==> config.mk <==
export PLATFORM = sky130hd
export DESIGN_NAME = rgb_led_pulse_encoder
export DESIGN_NICKNAME = d
export VERILOG_FILES = /design/src/hdl/rlpe_pkg.sv /design/src/hdl/rlpe_pixel_pipe.sv /design/src/hdl/rgb_led_pulse_encoder.sv
export VERILOG_INCLUDE_DIRS = /design/src /design/src/hdl
export SDC_FILE = /design/constraint.sdc
export NUM_CORES = 2
export LEC_CHECK = 0
export ABC_CLOCK_PERIOD_IN_PS = 5500
export BUFFER_PORTS_ARGS = -buffer_cell sky130_fd_sc_hd__buf_2
export CORE_ASPECT_RATIO = 1.2
export CORE_MARGIN = 2
export CORE_UTILIZATION = 33
export DETAILED_ROUTE_END_ITERATION = 8
export HOLD_SLACK_MARGIN = 0.06
export RECOVER_POWER = 25
export SYNTH_ARGS = -nofsm -noshare
export SYNTH_HDL_FRONTEND = slang
export SYNTH_HIERARCHICAL = 1
export SYNTH_SLANG_ARGS = --single-unit
==> constraint.sdc <==
create_clock -name clk -period 5.5 [get_ports clk]
set_input_delay 0.55 -clock clk [delete_from_list [all_inputs] [get_ports clk]]
set_output_delay 0.55 -clock clk [all_outputs]
set_load 0.1 [all_outputs]
==> src/hdl/rgb_led_pulse_encoder_macros.svh <==
// assertion helpers shared by the encoder files
`ifndef RGB_LED_PULSE_ENCODER_MACROS_SVH
`define RGB_LED_PULSE_ENCODER_MACROS_SVH

// same-cycle implication, sampled on clk, off while rst is high
`define RLPE_ASSERT_NOW(label, ante, cons) \
  label: assert property (@(posedge clk) disable iff (rst) (ante) |-> (cons)) \
    else $error("rlpe same-cycle check failed");

// next-cycle implication, sampled on clk, off while rst is high
`define RLPE_ASSERT_NEXT(label, ante, cons) \
  label: assert property (@(posedge clk) disable iff (rst) (ante) |=> (cons)) \
    else $error("rlpe next-cycle check failed");

`endif

==> src/hdl/rlpe_pkg.sv <==
package rlpe_pkg;

  localparam int BITS_PER_PIXEL   = 24;
  localparam int PULSE_BITS_DEF   = 16;
  localparam int FIELD_W          = 16;
  localparam int CFG_IDX_W        = 2;
  localparam int SLOT_W           = $clog2(BITS_PER_PIXEL + 1);

  // register indexes
  localparam logic [CFG_IDX_W-1:0] REG_ONE_WIDTH   = 2'd0;
  localparam logic [CFG_IDX_W-1:0] REG_ZERO_WIDTH  = 2'd1;
  localparam logic [CFG_IDX_W-1:0] REG_RESET_SLOTS = 2'd2;

  localparam logic [FIELD_W-1:0] ONE_WIDTH_RST  = 16'd66;
  localparam logic [FIELD_W-1:0] ZERO_WIDTH_RST = 16'd23;

  // floor(p / 100) = (p * 83887) >> 23 for every 16-bit p
  localparam logic [16:0] DIV100_MUL   = 17'd83887;
  localparam int          DIV100_SHIFT = 23;

  localparam logic [SLOT_W-1:0] LAST_SLOT = SLOT_W'(BITS_PER_PIXEL - 1);
  localparam logic [SLOT_W-1:0] GAP_SLOT  = SLOT_W'(BITS_PER_PIXEL);

  typedef struct packed {
    logic [BITS_PER_PIXEL-1:0] grb;
    logic                      frame_end;
  } pixel_t;

  typedef logic [255:0][7:0] gamma_tab_t;

  // round(255 * (i/255)^(20/9)), halves up, in exact integer arithmetic:
  // n steps past k while (2k+1)^9 * 255^11 <= 2^9 * i^20
  function automatic gamma_tab_t build_gamma();
    gamma_tab_t   tab;
    logic [191:0] base;
    logic [191:0] rhs;
    logic [191:0] lhs;
    int           n;
    logic         done;
    base = 192'd1;
    for (int j = 0; j < 11; j++) base = base * 192'd255;
    n = 0;
    for (int i = 0; i < 256; i++) begin
      rhs = 192'd512;
      for (int j = 0; j < 20; j++) rhs = rhs * 192'(i);
      done = 1'b0;
      for (int s = 0; s < 255; s++) begin
        if (!done && n < 255) begin
          lhs = base;
          for (int j = 0; j < 9; j++) lhs = lhs * 192'(2 * n + 1);
          if (lhs <= rhs) n++;
          else done = 1'b1;
        end
      end
      tab[i] = 8'(n);
    end
    return tab;
  endfunction

  localparam gamma_tab_t GAMMA_TAB = build_gamma();

endpackage

==> src/hdl/rlpe_pixel_pipe.sv <==
module rlpe_pixel_pipe
  import rlpe_pkg::*;
(
  input  logic         clk,
  input  logic         rst,
  input  logic         in_valid,
  output logic         in_stall,
  input  logic [23:0]  color,
  input  logic [7:0]   brightness,
  input  logic         frame_end,
  output logic         out_valid,
  input  logic         out_stall,
  output pixel_t       out_pixel
);

  // channel index: 0 blue, 1 green, 2 red
  logic        v1, v2, v3;
  logic [15:0] prod [3];
  logic [7:0]  lvl  [3];
  logic        fe1, fe2;
  pixel_t      pix3;

  logic ready1, ready2, ready3;
  logic [7:0] lvl_next [3];

  assign ready3   = !v3 || !out_stall;
  assign ready2   = !v2 || ready3;
  assign ready1   = !v1 || ready2;
  assign in_stall = !ready1;

  // divide by 100 through the reciprocal, then clamp to full scale
  always_comb begin
    logic [32:0] q_full;
    for (int c = 0; c < 3; c++) begin
      q_full = 33'(prod[c]) * 33'(DIV100_MUL);
      if (q_full[32:DIV100_SHIFT] > 10'd255) lvl_next[c] = 8'hff;
      else lvl_next[c] = q_full[DIV100_SHIFT+7:DIV100_SHIFT];
    end
  end

  always_ff @(posedge clk) begin
    if (rst) begin
      v1 <= 1'b0;
      v2 <= 1'b0;
      v3 <= 1'b0;
    end else begin
      if (ready1) v1 <= in_valid;
      if (ready2) v2 <= v1;
      if (ready3) v3 <= v2;
    end
  end

  always_ff @(posedge clk) begin
    if (ready1) begin
      for (int c = 0; c < 3; c++) prod[c] <= 16'(color[8*c +: 8]) * 16'(brightness);
      fe1 <= frame_end;
    end
    if (ready2) begin
      for (int c = 0; c < 3; c++) lvl[c] <= lvl_next[c];
      fe2 <= fe1;
    end
    if (ready3) begin
      pix3.grb       <= {GAMMA_TAB[lvl[1]], GAMMA_TAB[lvl[2]], GAMMA_TAB[lvl[0]]};
      pix3.frame_end <= fe2;
    end
  end

  assign out_valid = v3;
  assign out_pixel = pix3;

endmodule

==> src/hdl/rgb_led_pulse_encoder.sv <==
// Pulse encoder for a serial RGB LED chain. Each input word is one pixel: a
// packed red/green/blue color, a brightness in percent (a scaled level
// above full scale saturates) and a frame-end flag. Every channel is
// scaled, gamma corrected and sent in green, red, blue order, msb first,
// as 24 output words carrying the one or zero compare width; a frame-end
// pixel adds a 25th word with reset_gap set and pulse_width zero. last
// marks the final word of each pixel. Rate: one output word per cycle
// while out_stall is low, set by the bit serializer, which loads the next
// pixel in the same cycle that the last word of the current one is taken.
// An input pixel passes three scaling stages and the serializer load
// before its first word. Registers are written through cfg_write/cfg_index/
// cfg_data: 0 one width, 1 zero width, 2 reset slots (the gap length is
// timed by the line driver and does not enter any word); write only while
// the block is idle.
`include "rgb_led_pulse_encoder_macros.svh"

module rgb_led_pulse_encoder
  import rlpe_pkg::*;
#(
  parameter int PULSE_BITS = PULSE_BITS_DEF
)(
  input  logic                 clk,
  input  logic                 rst,
  input  logic                 cfg_write,
  input  logic [CFG_IDX_W-1:0] cfg_index,
  input  logic [FIELD_W-1:0]   cfg_data,
  input  logic                 in_valid,
  output logic                 in_stall,
  input  logic [23:0]          color,
  input  logic [7:0]           brightness,
  input  logic                 frame_end,
  output logic                 out_valid,
  input  logic                 out_stall,
  output logic [FIELD_W-1:0]   pulse_width,
  output logic                 reset_gap,
  output logic                 last
);

  // widths beyond the timer size are masked off at the write
  localparam int PW = (PULSE_BITS < FIELD_W) ? PULSE_BITS : FIELD_W;

  logic [PW-1:0] one_width;
  logic [PW-1:0] zero_width;

  // scaling and gamma pipeline
  logic   pix_valid;
  logic   pix_stall;
  pixel_t pix;

  // bit serializer state
  logic                      busy;
  logic [SLOT_W-1:0]         slot;
  logic [BITS_PER_PIXEL-1:0] shreg;
  logic                      fend;

  logic out_accept;
  logic take;

  // configuration registers
  always_ff @(posedge clk) begin
    if (rst) begin
      one_width  <= ONE_WIDTH_RST[PW-1:0];
      zero_width <= ZERO_WIDTH_RST[PW-1:0];
    end else if (cfg_write) begin
      unique case (cfg_index)
        REG_ONE_WIDTH:   one_width  <= cfg_data[PW-1:0];
        REG_ZERO_WIDTH:  zero_width <= cfg_data[PW-1:0];
        REG_RESET_SLOTS: ;  // gap length is not part of any word
        default: ;          // unknown index, ignored
      endcase
    end
  end

  rlpe_pixel_pipe u_pipe (
    .clk       (clk),
    .rst       (rst),
    .in_valid  (in_valid),
    .in_stall  (in_stall),
    .color     (color),
    .brightness(brightness),
    .frame_end (frame_end),
    .out_valid (pix_valid),
    .out_stall (pix_stall),
    .out_pixel (pix)
  );

  // final word of the pixel: gap slot, or last bit slot with no gap to follow
  assign last       = (slot == GAP_SLOT) || (slot == LAST_SLOT && !fend);
  assign reset_gap  = (slot == GAP_SLOT);
  assign out_valid  = busy;
  assign out_accept = busy && !out_stall;

  // load the next pixel when empty or while the final word leaves
  assign take      = !busy || (out_accept && last);
  assign pix_stall = !take;

  always_comb begin
    if (reset_gap) pulse_width = '0;
    else if (shreg[BITS_PER_PIXEL-1]) pulse_width = FIELD_W'(one_width);
    else pulse_width = FIELD_W'(zero_width);
  end

  always_ff @(posedge clk) begin
    if (rst) begin
      busy <= 1'b0;
      slot <= '0;
    end else if (take) begin
      busy <= pix_valid;
      slot <= '0;
    end else if (out_accept) begin
      slot <= slot + 1'b1;
    end
  end

  // msb-first shift, one bit slot per accepted word
  always_ff @(posedge clk) begin
    if (take) begin
      shreg <= pix.grb;
      fend  <= pix.frame_end;
    end else if (out_accept) begin
      shreg <= {shreg[BITS_PER_PIXEL-2:0], 1'b0};
    end
  end

  // gap word only after a frame-end pixel, and always final with zero width
  `RLPE_ASSERT_NOW(a_gap_word, out_valid && reset_gap, last && fend && pulse_width == '0)
  // slot counter stays within the bit slots and the gap slot
  `RLPE_ASSERT_NOW(a_slot_range, busy, slot <= GAP_SLOT)
  // a waiting pixel follows its predecessor's final word with no bubble
  `RLPE_ASSERT_NEXT(a_reload, out_accept && last && pix_valid, out_valid && slot == '0)
  // a stalled word keeps its slot
  `RLPE_ASSERT_NEXT(a_slot_hold, busy && out_stall, slot == $past(slot))

endmodule

Word-level counts from Yosys, hierarchy flattened. Memories as Yosys holds them, arrays and structs flattened. A register that Yosys moved wholly into a read port is not among the register bits. Cells that the tools add are included.

Equality and inequality tests: 3. Muxes and demuxes: 11. Order comparisons: 3. Reductions and logical operators: 20. $add $sub $neg: 1. Multiply operators: 6.

Operator list (count): $mul 16x17->33 const B (3); $mul 8x8->16 (3); $mux 24 (2); $mux 16 (2); $gt 10x8->1 const B (3); $mux 8 (3); $eq 5x5->1 const B (2); $logic_not 1->1 (7); $add 5x1->5 const B (1); $logic_or 1x1->1 (5); $mux 1 (4); $reduce_and 2->1 (2); $logic_and 1x1->1 (3); $eq 2x1->1 const B (1); $logic_not 2->1 (1); $reduce_bool 2->1 (1); $reduce_or 2->1 (1).

Word-level logic and storage cells: 61. Memory bits (writable): 72. Register bits after elaboration: 69. Bits of input ports: 56. ROM bits: 6144. Output and inout port bits: 20. Memories kept: 5.

Memories: (name not given) (depth 256, bits a word 8, rd ports 1, clocked after Yosys merged registers in 1, wr ports 0, RTL line rlpe_pixel_pipe.sv:63) `pix3.grb <= {GAMMA_TAB[lvl[1]], GAMMA_TAB[lvl[2]], GAMMA_TAB[lvl[0]]};`; (name not given) (depth 256, bits a word 8, rd ports 1, clocked after Yosys merged registers in 1, wr ports 0, RTL line rlpe_pixel_pipe.sv:63); (name not given) (depth 256, bits a word 8, rd ports 1, clocked after Yosys merged registers in 1, wr ports 0, RTL line rlpe_pixel_pipe.sv:63); u_pipe.prod (depth 3, bits a word 16, rd ports 3, clocked after Yosys merged registers in 0, wr ports 3, RTL line rlpe_pixel_pipe.sv:18) `logic [15:0] prod [3];`; u_pipe.lvl (depth 3, bits a word 8, rd ports 3, clocked after Yosys merged registers in 0, wr ports 3, RTL line rlpe_pixel_pipe.sv:19) `logic [7:0] lvl [3];`.

Depth between registers and ports, before layout.
Depth after elaboration: 10. Mapped depth: 21. Gate-level depth less buffers: 21.

Cells and area by module. Netlist, hierarchy kept.

Modules (own cells, without submodules): rlpe_pixel_pipe (cells each 3169, instances 1, area each 28708.8 um^2, seq. area each 3032.9 um^2); rgb_led_pulse_encoder (cells each 356, instances 1, area each 3271.9 um^2, seq. area each 1511.4 um^2).

Worst setup path after synthesis. No wires, ideal clock.

Path type: register to register. Start point: memory u_pipe.prod[1][1] (netlist: u_pipe/prod[0][17]). End point: memory u_pipe.lvl[1][4] (netlist: u_pipe/lvl[0][12]) (data pin). Path slack: -140 ps. Arrival: 5493 ps. Setup time: 147 ps. Clock period less this slack: 5640 ps. Required time: 5353 ps. Path buffers: 0. Cell stages (with the launch flop): 20. Cells stage by stage: edfxtp_1 -> fa_1 -> inv_1 -> fa_1 -> fa_1 -> fa_1 -> inv_1 -> fa_1 -> inv_1 -> fa_1 -> inv_1 -> ha_1 -> nand4_1 -> nor2_1 -> nand4_1 -> a311oi_2 -> a31oi_4 -> a21oi_2 -> mux2i_2 -> o21bai_1.

RTL lines (RTL line): start: declaration (rlpe_pixel_pipe.sv:18); end: declaration (rlpe_pixel_pipe.sv:19).

==> results.md <==
* Async set-reset flop share out of synthesis at 0%
* Cell variety after synth at 95
* Met3 wire length at between 2000 and 2500 um
* Worst Path Arrival at ~6000 ps
* Most frequent CP cell: fa_1
* CTS tree: built
* DP HPWL at around 60,000 um
* Final hold vios at 0
* RSZ-0062 raised after global routing: true
* First-pass GRT wire length at 123,000 um
* Critical path class: register to register
* CTS max path bufs at 2
* Max cap viols at 1
* Most numerous cell in the Yosys netlist: inv_1
* Placeable core area at just under 100,000 um^2
* Max stage delay on crit path at between 500 and 600 ps
* Drt total wl at between 70,000 and 80,000 um
* Failing checks: max-capacitance violations, max-slew violations, negative setup slack
* Synth top area cells: fa_1 (25%), ha_1 (22%), edfxtp_1 (12%)
* Synth-to-Final Area Change at 11.7%
* TNS Setup at -2090 ps
* Vias per cell at 4.89
* Routed WL per cell at 14.7 um
* Die X at 288 um
* Initial core utilization at about a third
* Ys flop type: edfxtp_1
* Register bit total from synthesis at about 170
* Initial DRT Pass Iterations at 6
* RD Place Congestion at just under 0.9
* Clock Latency Late Sink at about 480 ps
* CP max FO at 8
* Setup slack after layout at -139 ps
* Final setup viols at 24
* Full die area at ~100,000 um^2
* CTS Hold Bufs at 0
* Placed instance count at just under 5,000
* Period utilization at 103%
* Initial antenna violation count at 1
* Vias in the first global route at about 25,000
* Worst hold path type: input port to register
* Synth Instances at 3,525
* Critical path capture point type: register
* Area occupied by registers at ~4500 um^2
* Clk sink count at about 170
* Drc violations at 0
* Total track usage at between 10 and 15%
* Antenna-violating nets left at 0
* YS warnings at 6
* Reg2Reg Capture Point: u_pipe/lvl[0][8]
* Min Tclk post-route at between 5000 and 6000 ps
* Largest area contributor in the netlist: fa_1
* DR iter-0 viols at ~1,300
* Sequential cell area fraction in the yosys report at ~14%
* Non-Filler Instances at slightly below 5,000
* Largest net degree at the start of global routing at between 50 and 60
* Status: complete, but fails checks
* CTS Buf Count at 17
* EDFF count, synth at 124
* Wire length on met1 at 33,100 um
* Worst r2r path cells at 20
* Fin. max-slew vios at 17
* Die Y at 345 um
* Synth top cells by count: inv_1 (689), ha_1 (551), fa_1 (399)
* IO Port Bufs at between 70 and 80
* FF-to-FF setup slack at -140 ps
* IO Count at 76
* Fmax at about 180 MHz
* # fillers at a little under 10,000
* Met2 wire len at 36,400 um
* Core Rows at 125
* CTS HTree Levels at 4
* Synth Cell Area at between 30,000 and 40,000 um^2
* HP Start: cfg_data[2]
* Fin Clk Skew at around 15 ps
* Slew at the pin with the worst max-slew slack at 1980 ps
* Layout cells sized above 1 at a little over a tenth
* Fin util at between 30% and 40%
* Nets at about 4,700
* Via count at 24,200
* Hold endpoint: zero_width[2]
* Worst hold slack at around 280 ps
* Critical-path top delay cell: fa_1
* Worst Path Required at slightly below 6000 ps
* Area taken by multi-input logic gates at 24,500 um^2
* Synth top area share at around 25%
* Worst setup SP type: register
* Root Driver: clkbuf_16
* Mean Syn Cell Area at roughly 9.1 um^2
* Topmost layer with routed signal wires: met5
* Worst reg2reg startpoint: u_pipe/prod[0][29]
* Antenna diode count at 0
* Grt ovf at 0
* Rel. slew slack at -32.2%
* Hold depth at 3
* Critical-path cell list: fa_1 -> inv_2 -> fa_1 -> inv_1 -> fa_1 -> fa_1 -> fa_1 -> inv_1 -> fa_1 -> inv_1 -> ha_4 -> nand3_4 -> nor2_2 -> nand4_1 -> a311oi_2 -> buf_4 -> a31oi_4 -> a21oi_4 -> mux2i_4 -> nand2b_4
* Clk slew on worst S/H paths at approximately 90 ps
* Syn nets at ~4,500
==> placed cells by master, fill, tap and decap left out, types with 17 or more instances in the layout <==
cell       netlist  final
edfxtp_1       124    124
nand2_1        330    329
ha_1           551    536
nand3_1         36     35
nand4_1         20     20
xor2_1          18     18
o21a_1          22     23
nor3_1          37     36
o21ai_0        124    120
a21oi_1        172    170
buf_4            2    195
a31oi_1         22     22
a211oi_1        34     32
o211ai_1        66     81
xnor2_1         47     47
and2_1         105     97
a21o_1          25     25
nor2b_1         25     25
fa_1           399    388
inv_1          689    680
clkbuf_16        0     17
nand2b_1        59     56
nor2_1         149    147
mux2i_1         27     27
buf_2           31     71
dfxtp_1         41     41
==> logic make-up (layout without fill, tap and decap cells) <==
group                    count (synthesis)  in the layout  share of synthesized area (%)
XOR/XNOR                                65             65                           1.78
AO/OA/AOI/OAI                          643            643                           13.7
adder cells (fa/ha/maj)                950            950                           46.5
AND/OR/NAND/NOR                        828            828                           12.4
buffers and inverters                  839            997                           10.1
flip-flops                             165            165                           14.2
multiplexers                            35             35                           1.35
==> layout make-up <==
type,count,area share (%)
Multi-Input combinational cell,2521,68.6
Clock inverter,15,0.585
Timing Repair Buffer,275,5.25
Tap cell,1270,4.45
Clock buffer,17,1.19
Inverter,690,7.25
Sequential cell,165,12.7
==> worst max-delay path: cells and delay by family, from the launching register on <==
kind                     cells  cell delay, ps
AO/OA/AOI/OAI                3             530
flip-flops                   1             430
multiplexers                 1             310
buffers and inverters        5             410
adder cells (fa/ha/maj)      7            3290
AND/OR/NAND/NOR              4             580
==> what timing repair did <==
| action | in CTS | in global routing |
|---|---|---|
| pin swaps | 15 | 27 |
| gates resized for setup | 20 | 34 |
| buffers inserted | 6 | 2 |
| gates cloned | 0 | 0 |
| setup endpoints to repair | 24 | 24 |
==> through the flow <==
step                      setup slack, ps  area [um^2]
after floorplan                     -40.3        32000
after global placement               -144        34800
after detailed placement             -198        34800
after CTS                            -214        35600
after global routing                 -431        35700
final                                -139        35700
==> state kept, by name, summed over array words and instances (netlist names), 5 cells and up <==
signal,cells
one_width,16
u_pipe/lvl,24
u_pipe/prod,48
u_pipe/out_pixel,25
zero_width,16
shreg,24
slot,5
==> layer usage <==
layer / GRT usage, % / up-vias
met5: 0 / -
met4: 3.53 / 2
met3: 1.50 / 72
met2: 26.5 / 402
met1: 19.4 / 11800
li1: - / 12000
==> how the worst max path moves through the flow <==
stage                        from                 to  slack [ps]  depth (start not counted)
6_report       u_pipe/prod[0][29]   u_pipe/lvl[0][8]        -140                         20
3_5_place_dp   u_pipe/prod[0][21]  u_pipe/lvl[0][12]        -200                         20
2_1_floorplan  u_pipe/prod[0][21]  u_pipe/lvl[0][12]         -40                         19
5_1_grt        u_pipe/prod[0][22]  u_pipe/lvl[0][12]        -430                         20
3_3_place_gp   u_pipe/prod[0][21]  u_pipe/lvl[0][12]        -140                         20
4_1_cts        u_pipe/prod[0][22]  u_pipe/lvl[0][12]        -210                         20
Power is not shown: default switching activity piles up to over one toggle a cycle in this logic, so the estimate is an artifact.
